===== src/rtl/ldtm_pkg.sv =====
// ============================================================================
// ldtm_pkg: shared types and constants for the log-density tone mapper
// Fixed-point widths, operation codes, sequencer states and the request and
// response bundles of the shared arithmetic unit.
// ============================================================================
package ldtm_pkg;

   // Word field widths
   localparam int COUNT_BITS      = 32;
   localparam int SUM_BITS        = 40;
   localparam int COLOR_FRAC_BITS = 8;
   localparam int LOG_FRAC_BITS   = 16;
   localparam int CHAN_BITS       = 8;
   localparam int NUM_CHAN        = 3;
   localparam int CH_BITS         = $clog2(NUM_CHAN);

   // Derived fixed-point formats
   localparam int SCALE_BITS  = COLOR_FRAC_BITS + LOG_FRAC_BITS; // color * bright scale
   localparam int HIGH_BITS   = SUM_BITS - SCALE_BITS;           // sum bits above the quotient
   localparam int EXP_BITS    = $clog2(COUNT_BITS);              // integer part of log2
   localparam int LOG_BITS    = EXP_BITS + LOG_FRAC_BITS;
   localparam int BRIGHT_BITS = LOG_FRAC_BITS + 1;               // 0 .. 1.0 inclusive
   localparam int STEP_BITS   = $clog2(SCALE_BITS);

   // Shared unit operand widths
   localparam int MANT_BITS  = COUNT_BITS;      // Q1.31 mantissa
   localparam int ALU_B_BITS = COUNT_BITS;
   localparam int ALU_A_BITS = COUNT_BITS + 1;  // trial remainder carries one extra bit
   localparam int PROD_BITS  = 2 * ALU_B_BITS;

   localparam logic [CHAN_BITS-1:0]   CHAN_MAX   = 8'hFF;
   localparam logic [BRIGHT_BITS-1:0] BRIGHT_ONE = BRIGHT_BITS'(1) << LOG_FRAC_BITS;
   localparam logic [EXP_BITS-1:0]    NORM_FIRST = EXP_BITS'(COUNT_BITS / 2);
   localparam logic [EXP_BITS-1:0]    EXP_TOP    = EXP_BITS'(COUNT_BITS - 1);

   // Item kind carried in tuser
   localparam logic OP_SCAN = 1'b0;
   localparam logic OP_MAP  = 1'b1;

   typedef enum logic [1:0] {
      ALU_MUL,      // full product
      ALU_SQUARE,   // square Q1.31 mantissa, renormalize, emit log bit
      ALU_DIVSTEP,  // restoring division step, emit quotient bit
      ALU_NORM      // conditional left shift of a leading-zero search
   } alu_op_type;

   typedef struct packed {
      alu_op_type            op;
      logic [ALU_A_BITS-1:0] opa;
      logic [ALU_B_BITS-1:0] opb;
   } alu_req_type;

   typedef struct packed {
      logic [PROD_BITS-1:0] res;
      logic                 flag;
   } alu_rsp_type;

   typedef enum logic [3:0] {
      S_IDLE,   // take a word
      S_NORM,   // leading-one search, one shift size per cycle
      S_SQR,    // one log2 fraction bit per cycle
      S_BDIV,   // brightness quotient bits
      S_CPRE,   // channel quotient overflow check
      S_CDIV,   // channel quotient bits
      S_CMUL,   // color times brightness
      S_CSCL,   // times 255, keep top byte
      S_OUT     // load the result register
   } state_type;

endpackage


===== src/rtl/ldtm_alu.sv =====
// ============================================================================
// ldtm_alu: shared arithmetic unit of the tone mapper
// One 32x32 multiplier, one subtract/compare and one masked shifter, selected
// per cycle by the sequencer. Purely combinational; callers register results.
// ============================================================================
module ldtm_alu (
   input  ldtm_pkg::alu_req_type alu_req,
   output ldtm_pkg::alu_rsp_type alu_rsp
);
   import ldtm_pkg::*;

   logic [PROD_BITS-1:0]  prod;
   logic [MANT_BITS:0]    sq_top;
   logic [ALU_A_BITS-1:0] diff;
   logic                  geq;
   logic [MANT_BITS-1:0]  norm_mask;
   logic [MANT_BITS-1:0]  norm_val;

   assign prod      = alu_req.opa[ALU_B_BITS-1:0] * alu_req.opb;
   // (y*y) >> 31 on a Q1.31 mantissa
   assign sq_top    = prod[2*MANT_BITS-1:MANT_BITS-1];
   assign geq       = alu_req.opa >= ALU_A_BITS'(alu_req.opb);
   assign diff      = alu_req.opa - ALU_A_BITS'(alu_req.opb);
   assign norm_val  = alu_req.opa[MANT_BITS-1:0];
   assign norm_mask = ~({MANT_BITS{1'b1}} >> alu_req.opb[EXP_BITS-1:0]);

   always_comb begin
      alu_rsp.res  = '0;
      alu_rsp.flag = 1'b0;
      case (alu_req.op)
         ALU_MUL: begin
            alu_rsp.res = prod;
         end
         ALU_SQUARE: begin
            alu_rsp.flag = sq_top[MANT_BITS];
            alu_rsp.res  = PROD_BITS'(sq_top[MANT_BITS] ? sq_top[MANT_BITS:1]
                                                       : sq_top[MANT_BITS-1:0]);
         end
         ALU_DIVSTEP: begin
            alu_rsp.flag = geq;
            alu_rsp.res  = PROD_BITS'(geq ? diff : alu_req.opa);
         end
         ALU_NORM: begin
            // top bits all zero: take the shift
            alu_rsp.flag = (norm_val & norm_mask) == '0;
            alu_rsp.res  = PROD_BITS'(alu_rsp.flag ?
                                      norm_val << alu_req.opb[EXP_BITS-1:0] : norm_val);
         end
         default: begin
            alu_rsp.res  = '0;
            alu_rsp.flag = 1'b0;
         end
      endcase
   end

endmodule


===== src/rtl/log_density_tone_map.sv =====
// ============================================================================
// log_density_tone_map: log-density tone mapping of a hit-count histogram
// Scan words track the frame maximum; map words turn one cell into an RGB
// pixel through a sequencer driving one shared multiply/divide/shift unit.
// ============================================================================
//
// Channel  Dir  tdata (low bit up)                          tuser (low bit up)
// -------  ---  ------------------------------------------  -------------------
// req_     in   hit_count 32, red_sum 40, green_sum 40,     op 1, frame_start 1
//               blue_sum 40 (152 bits)
// rsp_     out  red_out 8, green_out 8, blue_out 8 (24 b)    -
//
// Sequence: a scan word is handled in the idle state. A map word with count <= 1
// or a frame maximum <= 1 goes straight to the output state. Otherwise a map word runs
//   log2 of the max (only after a scan or reset), log2 of the count,
//   the brightness divide (skipped when log2 of the count reaches log2 of the max),
//   per channel an overflow check, quotient bits, a multiply and a scale by 255
//   (the check alone when it already saturates the channel), then the output state.
// All steps share one multiplier/subtractor: one log bit, one quotient bit or one product a cycle.
// Reset clears the maximum to 1 and drops the cached log2 of the maximum.
// req_tready is high only while idle. A finished pixel waits in the output
// register; a new word is taken meanwhile, and its pixel is held back until
// the output register has been read.
//
module log_density_tone_map (
   input  logic                          clock,
   input  logic                          reset,
   // hit_count, red_sum, green_sum, blue_sum
   input  logic [151:0]                  req_tdata,
   // op, frame_start
   input  logic [1:0]                    req_tuser,
   input  logic                          req_tvalid,
   output logic                          req_tready,
   // red_out, green_out, blue_out
   output logic [23:0]                   rsp_tdata,
   output logic                          rsp_tvalid,
   input  logic                          rsp_tready
);
   import ldtm_pkg::*;

   // ---------------------------------------------------------------- input view
   logic                  in_op;
   logic                  in_fs;
   logic [COUNT_BITS-1:0] in_count;
   logic [SUM_BITS-1:0]   in_sum [NUM_CHAN];
   logic                  req_fire;

   assign in_op     = req_tuser[0];
   assign in_fs     = req_tuser[1];
   assign in_count  = req_tdata[COUNT_BITS-1:0];
   assign in_sum[0] = req_tdata[COUNT_BITS +: SUM_BITS];
   assign in_sum[1] = req_tdata[COUNT_BITS + SUM_BITS +: SUM_BITS];
   assign in_sum[2] = req_tdata[COUNT_BITS + 2*SUM_BITS +: SUM_BITS];

   // ---------------------------------------------------------------- registers
   state_type                           state_ff,          state_in;
   logic [STEP_BITS-1:0]                step_ff,           step_in;
   logic                                tgt_max_ff,        tgt_max_in;   // log of max in flight
   logic [COUNT_BITS-1:0]               max_count_ff,      max_count_in;
   logic [LOG_BITS-1:0]                 log_max_ff,        log_max_in;
   logic                                log_max_valid_ff,  log_max_valid_in;
   logic [COUNT_BITS-1:0]               count_ff,          count_in;
   logic [SUM_BITS-1:0]                 sum_ff [NUM_CHAN];
   logic [SUM_BITS-1:0]                 sum_in [NUM_CHAN];
   logic [MANT_BITS-1:0]                wk_ff,             wk_in;        // mantissa
   logic [EXP_BITS-1:0]                 lz_ff,             lz_in;        // leading zeros
   logic [LOG_FRAC_BITS-1:0]            frac_ff,           frac_in;
   logic [ALU_A_BITS-1:0]               rem_ff,            rem_in;
   logic [SCALE_BITS-1:0]               quo_ff,            quo_in;
   logic [SCALE_BITS-1:0]               lo_ff,             lo_in;        // low sum bits
   logic [BRIGHT_BITS-1:0]              bright_ff,         bright_in;
   logic [CH_BITS-1:0]                  ch_ff,             ch_in;
   logic [NUM_CHAN-1:0][CHAN_BITS-1:0]  chan_ff,           chan_in;
   logic [NUM_CHAN-1:0][CHAN_BITS-1:0]  rsp_data_ff,       rsp_data_in;
   logic                                rsp_valid_ff,      rsp_valid_in;

   // ---------------------------------------------------------------- shared unit
   alu_req_type alu_req;
   alu_rsp_type alu_rsp;

   ldtm_alu u_alu (
      .alu_req (alu_req),
      .alu_rsp (alu_rsp)
   );

   // ---------------------------------------------------------------- helpers
   logic [LOG_FRAC_BITS-1:0] frac_next;
   logic [LOG_BITS-1:0]      log_val;
   logic [SCALE_BITS-1:0]    quo_next;
   logic [EXP_BITS-1:0]      norm_amt;
   logic                     last_ch;

   assign frac_next = {frac_ff[LOG_FRAC_BITS-2:0], alu_rsp.flag};
   assign log_val   = {EXP_TOP - lz_ff, frac_next};
   assign quo_next  = {quo_ff[SCALE_BITS-2:0], alu_rsp.flag};
   assign norm_amt  = NORM_FIRST >> step_ff;
   assign last_ch   = ch_ff == CH_BITS'(NUM_CHAN - 1);

   assign req_tready = state_ff == S_IDLE;
   assign req_fire   = req_tvalid && req_tready;
   assign rsp_tvalid = rsp_valid_ff;
   assign rsp_tdata  = rsp_data_ff;

   always_ff @(posedge clock) begin
      if (reset) begin
         state_ff         <= S_IDLE;
         max_count_ff     <= COUNT_BITS'(1);
         log_max_valid_ff <= 1'b0;
         rsp_valid_ff     <= 1'b0;
      end else begin
         state_ff         <= state_in;
         max_count_ff     <= max_count_in;
         log_max_valid_ff <= log_max_valid_in;
         rsp_valid_ff     <= rsp_valid_in;
      end
   end

   // datapath, no reset needed
   always_ff @(posedge clock) begin
      step_ff     <= step_in;
      tgt_max_ff  <= tgt_max_in;
      log_max_ff  <= log_max_in;
      count_ff    <= count_in;
      sum_ff      <= sum_in;
      wk_ff       <= wk_in;
      lz_ff       <= lz_in;
      frac_ff     <= frac_in;
      rem_ff      <= rem_in;
      quo_ff      <= quo_in;
      lo_ff       <= lo_in;
      bright_ff   <= bright_in;
      ch_ff       <= ch_in;
      chan_ff     <= chan_in;
      rsp_data_ff <= rsp_data_in;
   end

   // ---------------------------------------------------------------- sequencer
   always_comb begin
      state_in         = state_ff;
      step_in          = step_ff;
      tgt_max_in       = tgt_max_ff;
      max_count_in     = max_count_ff;
      log_max_in       = log_max_ff;
      log_max_valid_in = log_max_valid_ff;
      count_in         = count_ff;
      sum_in           = sum_ff;
      wk_in            = wk_ff;
      lz_in            = lz_ff;
      frac_in          = frac_ff;
      rem_in           = rem_ff;
      quo_in           = quo_ff;
      lo_in            = lo_ff;
      bright_in        = bright_ff;
      ch_in            = ch_ff;
      chan_in          = chan_ff;
      rsp_data_in      = rsp_data_ff;
      rsp_valid_in     = rsp_valid_ff && !rsp_tready;

      alu_req.op  = ALU_MUL;
      alu_req.opa = '0;
      alu_req.opb = '0;

      case (state_ff)
         S_IDLE: begin
            if (req_fire) begin
               if (in_op == OP_SCAN) begin
                  // frame_start restarts the max at 1 before the compare
                  if (in_fs) begin
                     max_count_in = (in_count > COUNT_BITS'(1)) ? in_count : COUNT_BITS'(1);
                  end else if (in_count > max_count_ff) begin
                     max_count_in = in_count;
                  end
                  log_max_valid_in = 1'b0;
               end else begin
                  count_in = in_count;
                  sum_in   = in_sum;
                  ch_in    = '0;
                  step_in  = '0;
                  lz_in    = '0;
                  if (in_count <= COUNT_BITS'(1) || max_count_ff <= COUNT_BITS'(1)) begin
                     // empty cell or flat frame: black pixel
                     chan_in  = '0;
                     state_in = S_OUT;
                  end else begin
                     tgt_max_in = !log_max_valid_ff;
                     wk_in      = log_max_valid_ff ? in_count : max_count_ff;
                     state_in   = S_NORM;
                  end
               end
            end
         end

         S_NORM: begin
            alu_req.op  = ALU_NORM;
            alu_req.opa = ALU_A_BITS'(wk_ff);
            alu_req.opb = ALU_B_BITS'(norm_amt);
            if (alu_rsp.flag) begin
               wk_in = alu_rsp.res[MANT_BITS-1:0];
               lz_in = lz_ff + norm_amt;
            end
            step_in = step_ff + STEP_BITS'(1);
            if (step_ff == STEP_BITS'(EXP_BITS - 1)) begin
               step_in  = '0;
               frac_in  = '0;
               state_in = S_SQR;
            end
         end

         S_SQR: begin
            alu_req.op  = ALU_SQUARE;
            alu_req.opa = ALU_A_BITS'(wk_ff);
            alu_req.opb = wk_ff;
            wk_in   = alu_rsp.res[MANT_BITS-1:0];
            frac_in = frac_next;
            step_in = step_ff + STEP_BITS'(1);
            if (step_ff == STEP_BITS'(LOG_FRAC_BITS - 1)) begin
               step_in = '0;
               if (tgt_max_ff) begin
                  // cache log2(max), then do the count
                  log_max_in       = log_val;
                  log_max_valid_in = 1'b1;
                  tgt_max_in       = 1'b0;
                  wk_in            = count_ff;
                  lz_in            = '0;
                  state_in         = S_NORM;
               end else if (log_val >= log_max_ff) begin
                  bright_in = BRIGHT_ONE;
                  state_in  = S_CPRE;
               end else begin
                  rem_in   = ALU_A_BITS'(log_val);
                  quo_in   = '0;
                  state_in = S_BDIV;
               end
            end
         end

         S_BDIV: begin
            // (log2(count) << LOG_FRAC_BITS) / log2(max), quotient below 1.0
            alu_req.op  = ALU_DIVSTEP;
            alu_req.opa = {rem_ff[ALU_B_BITS-1:0], 1'b0};
            alu_req.opb = ALU_B_BITS'(log_max_ff);
            rem_in  = alu_rsp.res[ALU_A_BITS-1:0];
            quo_in  = quo_next;
            step_in = step_ff + STEP_BITS'(1);
            if (step_ff == STEP_BITS'(LOG_FRAC_BITS - 1)) begin
               step_in   = '0;
               bright_in = BRIGHT_BITS'(quo_next[LOG_FRAC_BITS-1:0]);
               state_in  = S_CPRE;
            end
         end

         S_CPRE: begin
            // sum / count reaching 1.0 in color units saturates the channel
            alu_req.op  = ALU_DIVSTEP;
            alu_req.opa = ALU_A_BITS'(sum_ff[ch_ff][SUM_BITS-1:SCALE_BITS]);
            alu_req.opb = count_ff;
            lo_in   = sum_ff[ch_ff][SCALE_BITS-1:0];
            rem_in  = alu_rsp.res[ALU_A_BITS-1:0];
            quo_in  = '0;
            step_in = '0;
            if (alu_rsp.flag) begin
               chan_in[ch_ff] = CHAN_MAX;
               ch_in          = ch_ff + CH_BITS'(1);
               state_in       = last_ch ? S_OUT : S_CPRE;
            end else begin
               state_in = S_CDIV;
            end
         end

         S_CDIV: begin
            alu_req.op  = ALU_DIVSTEP;
            alu_req.opa = {rem_ff[ALU_B_BITS-1:0], lo_ff[SCALE_BITS-1]};
            alu_req.opb = count_ff;
            rem_in  = alu_rsp.res[ALU_A_BITS-1:0];
            quo_in  = quo_next;
            lo_in   = {lo_ff[SCALE_BITS-2:0], 1'b0};
            step_in = step_ff + STEP_BITS'(1);
            if (step_ff == STEP_BITS'(SCALE_BITS - 1)) begin
               step_in  = '0;
               state_in = S_CMUL;
            end
         end

         S_CMUL: begin
            alu_req.op  = ALU_MUL;
            alu_req.opa = ALU_A_BITS'(quo_ff);
            alu_req.opb = ALU_B_BITS'(bright_ff);
            if (alu_rsp.res[PROD_BITS-1:SCALE_BITS] != '0) begin
               chan_in[ch_ff] = CHAN_MAX;
               ch_in          = ch_ff + CH_BITS'(1);
               state_in       = last_ch ? S_OUT : S_CPRE;
            end else begin
               quo_in   = alu_rsp.res[SCALE_BITS-1:0];
               state_in = S_CSCL;
            end
         end

         S_CSCL: begin
            // fraction times 255, top byte stays below 255
            alu_req.op  = ALU_MUL;
            alu_req.opa = ALU_A_BITS'(quo_ff);
            alu_req.opb = ALU_B_BITS'(CHAN_MAX);
            chan_in[ch_ff] = alu_rsp.res[SCALE_BITS + CHAN_BITS - 1:SCALE_BITS];
            ch_in          = ch_ff + CH_BITS'(1);
            state_in       = last_ch ? S_OUT : S_CPRE;
         end

         S_OUT: begin
            if (!rsp_valid_ff || rsp_tready) begin
               rsp_data_in  = chan_ff;
               rsp_valid_in = 1'b1;
               state_in     = S_IDLE;
            end
         end

         default: begin
            state_in = S_IDLE;
         end
      endcase
   end

   // ---------------------------------------------------------------- checks
   a_scan_drops_log: assert property (@(posedge clock) disable iff (reset)
      (req_fire && in_op == OP_SCAN) |=> !log_max_valid_ff)
      else $error("cached log2 of max survived a scan word");

   a_log_max_sane: assert property (@(posedge clock) disable iff (reset)
      log_max_valid_ff |-> (max_count_ff > COUNT_BITS'(1) &&
                            log_max_ff[LOG_BITS-1:LOG_FRAC_BITS] != '0))
      else $error("cached log2 of max inconsistent with max");

   a_bdiv_rem: assert property (@(posedge clock) disable iff (reset)
      state_ff == S_BDIV |-> rem_ff < ALU_A_BITS'(log_max_ff))
      else $error("brightness remainder not below divisor");

   a_rsp_from_out: assert property (@(posedge clock) disable iff (reset)
      $rose(rsp_valid_ff) |-> $past(state_ff) == S_OUT)
      else $error("result loaded outside output state");

endmodule

===== config.mk =====
export PLATFORM = sky130hd
export DESIGN_NAME = log_density_tone_map
export DESIGN_NICKNAME = d
export VERILOG_FILES = /design/src/rtl/ldtm_pkg.sv /design/src/rtl/ldtm_alu.sv /design/src/rtl/log_density_tone_map.sv
export SDC_FILE = /design/constraint.sdc
export NUM_CORES = 2
export LEC_CHECK = 0
export CORE_UTILIZATION = 61
export CTS_BUF_LIST = sky130_fd_sc_hd__clkbuf_16
export CTS_CLUSTER_DIAMETER = 60
export DETAILED_ROUTE_END_ITERATION = 10
export DONT_BUFFER_PORTS = 1
export PLACE_DENSITY = 0.8
export RECOVER_POWER = 100
export SYNTH_ARGS = -nofsm -noshare
export SYNTH_HDL_FRONTEND = slang
export SYNTH_SLANG_ARGS = --single-unit

===== constraint.sdc =====
create_clock -name clock -period 13.45 [get_ports clock]
set_input_delay 1.345 -clock clock [delete_from_list [all_inputs] [get_ports clock]]
set_output_delay 1.345 -clock clock [all_outputs]
set_load 0.005 [all_outputs]

---- Yosys cells after proc, flatten, opt, wreduce, memory -nomap -nowiden ----
Cells that the tools add are included.
word-level totals
  output and inout port bits .............. 26
  bits in registers ....................... 416
cells by class
  bitwise gates (word level) .............. 5
  reductions and logical operators ........ 41
  order comparisons ....................... 9
  multiplexer cells ....................... 87
  equality and inequality tests ........... 33
  shift-type cells ........................ 3
  add/subtract/negate cells ............... 5
  multipliers ............................. 1
operator list
  kind                                                              count
  one-hot mux 67 bit (7 select lines)                               1
  two-way mux 32 bit                                                14
  one-hot mux 64 bit (4 select lines)                               1
  two-way mux 24 bit                                                9
  one-hot mux 24 bit (4 select lines)                               2
  one-hot mux 32 bit (3 select lines)                               1
  binary-select mux 40 bit (select 2 bit)                           1
  two-way mux 40 bit                                                2
  two-way mux 17 bit                                                4
  less-or-equal comparator 32 x 1 -> 1 bit (second input constant)  2
  multiplier 32 x 32 -> 64 bit                                      1
  two-way mux 64 bit                                                1
  one-hot mux 32 bit (2 select lines)                               1
  << shifter 32 x 5 -> 64 bit                                       1
  one-hot mux 24 bit (2 select lines)                               1
  two-way mux 4 bit                                                 11
  two-way mux 5 bit                                                 8
  nonzero test 40 bit                                               1
  one-hot mux 4 bit (9 select lines)                                1
  one-hot mux 17 bit (2 select lines)                               1
  >= comparator 33 x 32 -> 1 bit                                    1
  two-way mux 33 bit                                                1
  subtractor 33 x 32 -> 33 bit                                      1
  AND 32 bit                                                        1
  58 further kinds                                                  116

---- Longest topological paths before layout ----
  depth in word-level cells ............... 15
  gate-level depth with buffers ........... 54
  gate-level depth less buffers ........... 45

---- By module ----
From an unflattened synthesis, not the netlist that was laid out.
unflattened totals
  cell total of the unflattened synthesis .. 6166
  area total of the unflattened synthesis .. 58616.2 um^2
by module, submodules not included
  module                area an instance (um^2)  cells an instance  times used
  ldtm_alu              39211.4                  4617               1
  log_density_tone_map  19404.9                  1549               1

---- Least setup slack after synthesis ----
Ideal clock, no wire load.
  kind .................................... register to register
  start point ............................. reg state_ff[2]
  end point ............................... reg rem_ff[0] (enable)
  path slack .............................. -1077 ps
  period minus slack after synthesis ...... 14527 ps
  stages on the path, launching flop included .. 51
  arrival time ............................ 14061 ps
  path through ............................ dfxtp_1 -> buf_6 -> clkbuf_1 -> clkbuf_1 -> clkbuf_1 -> nor2b_1 -> nand2_1 -> inv_1 -> clkbuf_1 -> buf_1 -> a22oi_1 -> o211ai_1 -> clkbuf_1 -> nand2_1 -> fa_1 -> inv_1 -> fa_1 -> inv_1 -> [15 not listed] -> nand2b_1 -> clkbuf_1 -> o211ai_1 -> inv_1 -> ha_1 -> nor2b_1 -> o21a_1 -> o21a_1 -> o21a_1 -> o21ai_0 -> a21boi_0 -> o21a_1 -> o21a_1 -> o21ai_0 -> a31oi_1 -> nor3b_1 -> o21ai_0 -> o21ai_0
RTL lines
  element                 line                         text
  start, declared         log_density_tone_map.sv:56   state_type state_ff, state_in;
  start signal, assigned  log_density_tone_map.sv:111  state_ff <= state_in;
  end signal, assigned    log_density_tone_map.sv:128  rem_ff <= rem_in;
  end, declared           log_density_tone_map.sv:68   logic [ALU_A_BITS-1:0] rem_ff, rem_in;

---- Worst setup path after layout ----
  start point ............................. reg state_ff[3]
  end point ............................... reg chan_ff[9] in the netlist's numbering (enable)
on the way
  word-level cells in the longest chain between the ends .. 11
  elaborated cells on any way between the ends .. 35
  those cells by class .................... add/sub: 1; mul: 1; order compare: 1; eq/ne: 15; shift: 2; mux: 6; bitwise: 2; reduce/logical: 7
ends and longest elaborated chain
  element                                                                line                         text
  branches (longest 10 deep; another with multiplier 32 x 32 -> 64 bit)  --
  AND reduction 6 bit (no line) *                                        --
  end signal, assigned                                                   log_density_tone_map.sv:133  chan_ff <= chan_in;
  end, declared                                                          log_density_tone_map.sv:73   logic [NUM_CHAN-1:0][CHAN_BITS-1:0] chan_ff, chan_in;
Mark *: on every way between the ends.
A chain may end at the register's enable or synchronous reset.

==> flow_summary_export.csv <==
group,metric,value,unit
clock_tree,clockBufferDepth,3,
outcome,outcome,"complete, but fails checks",
logic_synthesis,synth_top_area_share,0.308,
global_routing,grt_pass1_vias,52100,
worst_setup_path,cp_common_cell,"fa_1",
logic_synthesis,synthArstFlopShare,0,
logic_synthesis,synth_seq_cells,416,
timing,fin_crit_sh,0.983,
global_routing,globalRouteMet3Util,0.162,
die,die_w,311,um
worst_setup_path,r2r-start,"state_ff[3]",
final_layout,layout_common_cells,"1071 x inv_1, 898 x fa_1, 811 x nand2_1",
detailed_routing,remaining_drc_errors,0,
logic_synthesis,synthDistinctLibCells,99,
detailed_routing,dr.pass1.iters,9,
timing,max-slew-margin-rel,-1.71,
timing,setup_violations,0,
die,core,0.0949,mm^2
timing,rsz0062_at_grt,"false",
hold_path,worstHoldStart,"chan_ff[1]",
worst_setup_path,crit_cells,37,
logic_synthesis,syn_area_per_cell,9.07,um^2
logic_synthesis,synth.net_count,7886,
die,core.rowCount,113,
clock_tree,h-tree-depth,2,
logic_synthesis,yosys_warnings,0,
place,preCtsSetupSlack,371,ps
global_routing,grt.met1_usage,0.633,
timing,whs,453,ps
clock_tree,cts_tree,"built",
worst_setup_path,crit_required,13750,ps
hold_path,min_path_cells,0,
final_layout,fin_nets,7826,
clock_tree,cts_buffers,37,
hold_path,whs_endpoint,"rsp_tdata[1]",
final_layout,fillerInstances,7619,
worst_setup_path,path_delay_family,"adder cells",
timing,finClkSkew,34.3,ps
pwr,powerDensity,139,mW/mm^2
global_routing,top_usage_layer,"met2",
worst_setup_path,slowest_delay,740,ps
place,hpwl,193000,um
logic_synthesis,synth_ff_type,"edfxtp_1",
die,die_area,0.0970,mm^2
detailed_routing,via_per_inst,6.64,
worst_setup_path,end_kind,"flop",
detailed_routing,wl,241000,um
timing,slew_violations,447,
worst_setup_path,r2r-end,"chan_ff[9]",
logic_synthesis,synth_seq_area_share,0.207,
worst_setup_path,path_buf_inv,11,
final_layout,areaGrowthSynthToFinish,6.14,%
timing,fin_ws,232,ps
clock_tree,path_clk_slew,70,ps
final_layout,drive_above_1_share,0.0627,
worst_setup_path,start_kind,"flop",
final_layout,final_common_cell,"inv_1",
global_routing,antenna_found_initial,21,
global_routing,use_met2,0.731,
timing,fin_setup_tns,0,ps
die,die_y,311,um
worst_setup_path,rrSetupSlack,230,ps
global_routing,grt_pass1_wl,350000,um
worst_setup_path,cpMaxStageDelayCell,"inv_1",
worst_setup_path,path_max_fanout,24,
detailed_routing,dr.first_iter.drc_count,7346,
pwr,power_leakage,27.6,nW
detailed_routing,antenna_left,0,
logic_synthesis,syn_area,0.0584,mm^2
pwr,max-vdd-ir-drop,0.464,mV
hold_path,hp-class,"reg -> reg",
logic_synthesis,syn-instance-count,6438,
clock_tree,worstSkewPairLatency,580,ps
die,start_util,0.616,
global_routing,overflow,0,
worst_setup_path,crit_type,"reg -> reg",
logic_synthesis,synth_top_area_cell,"fa_1",
timing,final.min_clock_period,13220,ps
timing,timing.fmax,0.0757,GHz
logic_synthesis,synth_edf_count,378,
timing,finalHoldViolations,0,
die,ioPinCount,184,
global_routing,grt_max_degree,82,
logic_synthesis,synthTopCellsByArea,"fa_1 31%, edfxtp_1 19%, ha_1 8.4%",
flow_run,cap_violations,10,
clock_tree,cts_num_sinks,416,
detailed_routing,routedWlPerCell,31.4,um
detailed_routing,num_vias,51000,
global_routing,grtUsageTotal,0.500,
timing,tightestPinTransition,4060,ps
worst_setup_path,reg2regPathDepth,37,
place,gp_congestion,1.11,
worst_setup_path,crit_arrival,13520,ps
outcome,violations,"max-capacitance violations, max-slew violations",
clock_tree,cts_root_buf,"clkbuf_16",
place,place.port_buffers,0,
clock_tree,hold_buffers,0,
per-layer routing:
metal,up-vias,share of wire
li1,20800,-
met1,25100,0.35
met2,4059,0.42
met3,1016,0.14
met4,24,0.086
met5,-,0.00065
power by group:
| part | internal [mW] | switching (mW) | total [mW] |
|---|---|---|---|
| Clock | 0.561 | 0.499 | 1.06 |
| Sequential | 1.68 | 0.177 | 1.85 |
| Combinational | 1.57 | 4.13 | 5.70 |
stage by stage:
stage,area [um^2],total power [mW],instances,utilization
6_report,62000,8.62,7678,0.654
4_1_cts,62100,8.29,7668,0.655
5_1_grt,62000,8.75,7672,0.653
3_5_place_dp,60900,7.21,7600,0.642
3_3_place_gp,60900,7.20,7600,0.642
2_1_floorplan,58400,4.88,6438,-
flip-flops by register name, summed over array words and instances (netlist names):
name	cells
log_max_ff	21
max_count_ff	32
chan_ff	24
count_ff	32
sum_ff	120
lz_ff	5
wk_ff	32
quo_ff	24
step_ff	5
log_max_valid_ff	1
rem_ff	32
frac_ff	15
tgt_max_ff	1
lo_ff	24
rsp_tvalid	1
bright_ff	17
state_ff	4
rsp_tdata	24
ch_ff	2
worst register-to-register path, delay by kind of cell (launching register included):
kind	cells	cell delay (ps)
simple gates	8	1810
compound gates	8	3130
fa+ha+maj	9	4500
mux	1	210
buf+inv	11	2630
flops	1	660
final cells by class:
class | instances | area (um^2) | share of cell area
repair buffers | 273 | 2080 | 0.0336
clock buffers | 38 | 951 | 0.0153
clock inverters | 30 | 226 | 0.00365
well taps | 1265 | 1580 | 0.0255
flip-flops and latches | 416 | 12100 | 0.195
inverters | 1098 | 4160 | 0.0671
diodes | 6 | 15.0 | 0.000242
multi-input cells | 4552 | 40900 | 0.659
cells in the mapped netlist, drive strengths merged, types with 38 or more instances:
cell type and instances:
a21o 52, a21oi 278, a22oi 47, and3 41
buf 103, clkbuf 269, dfxtp 38, edfxtp 378
fa 898, ha 392, inv 1080, mux2i 164
nand2 811, nand3 62, nand4 43, nor2 804
nor3 52, o211ai 40, o21ai 180, xnor2 56
logic make-up after synthesis:
kind of cell	Yosys count	share of synthesized area
adders and majority gates	1290	0.392
DFF	416	0.207
and+or+nand+nor	2046	0.152
AOI/OAI and AO/OA	954	0.109
muxes	173	0.0298
xor gates and xnor gates	89	0.0133
buffers and inverters	1470	0.0968
worst max-delay path by stage:
stage | from | to | slack [ps]
finish | state_ff[3] | chan_ff[9] | 230
floorplan | state_ff[2] | quo_ff[0] | -30
global placement | state_ff[1] | quo_ff[5] | 640
detailed placement | state_ff[1] | quo_ff[4] | 370
global route | state_ff[3] | quo_ff[8] | 80
CTS | state_ff[1] | quo_ff[11] | 300
repair_timing:
action	CTS	global route
resized for setup	0	22
endpoints found under the setup margin	0	73
setup buffers	0	4
hold endpoints to repair	0	0
Power figures use the tool's default switching activity.
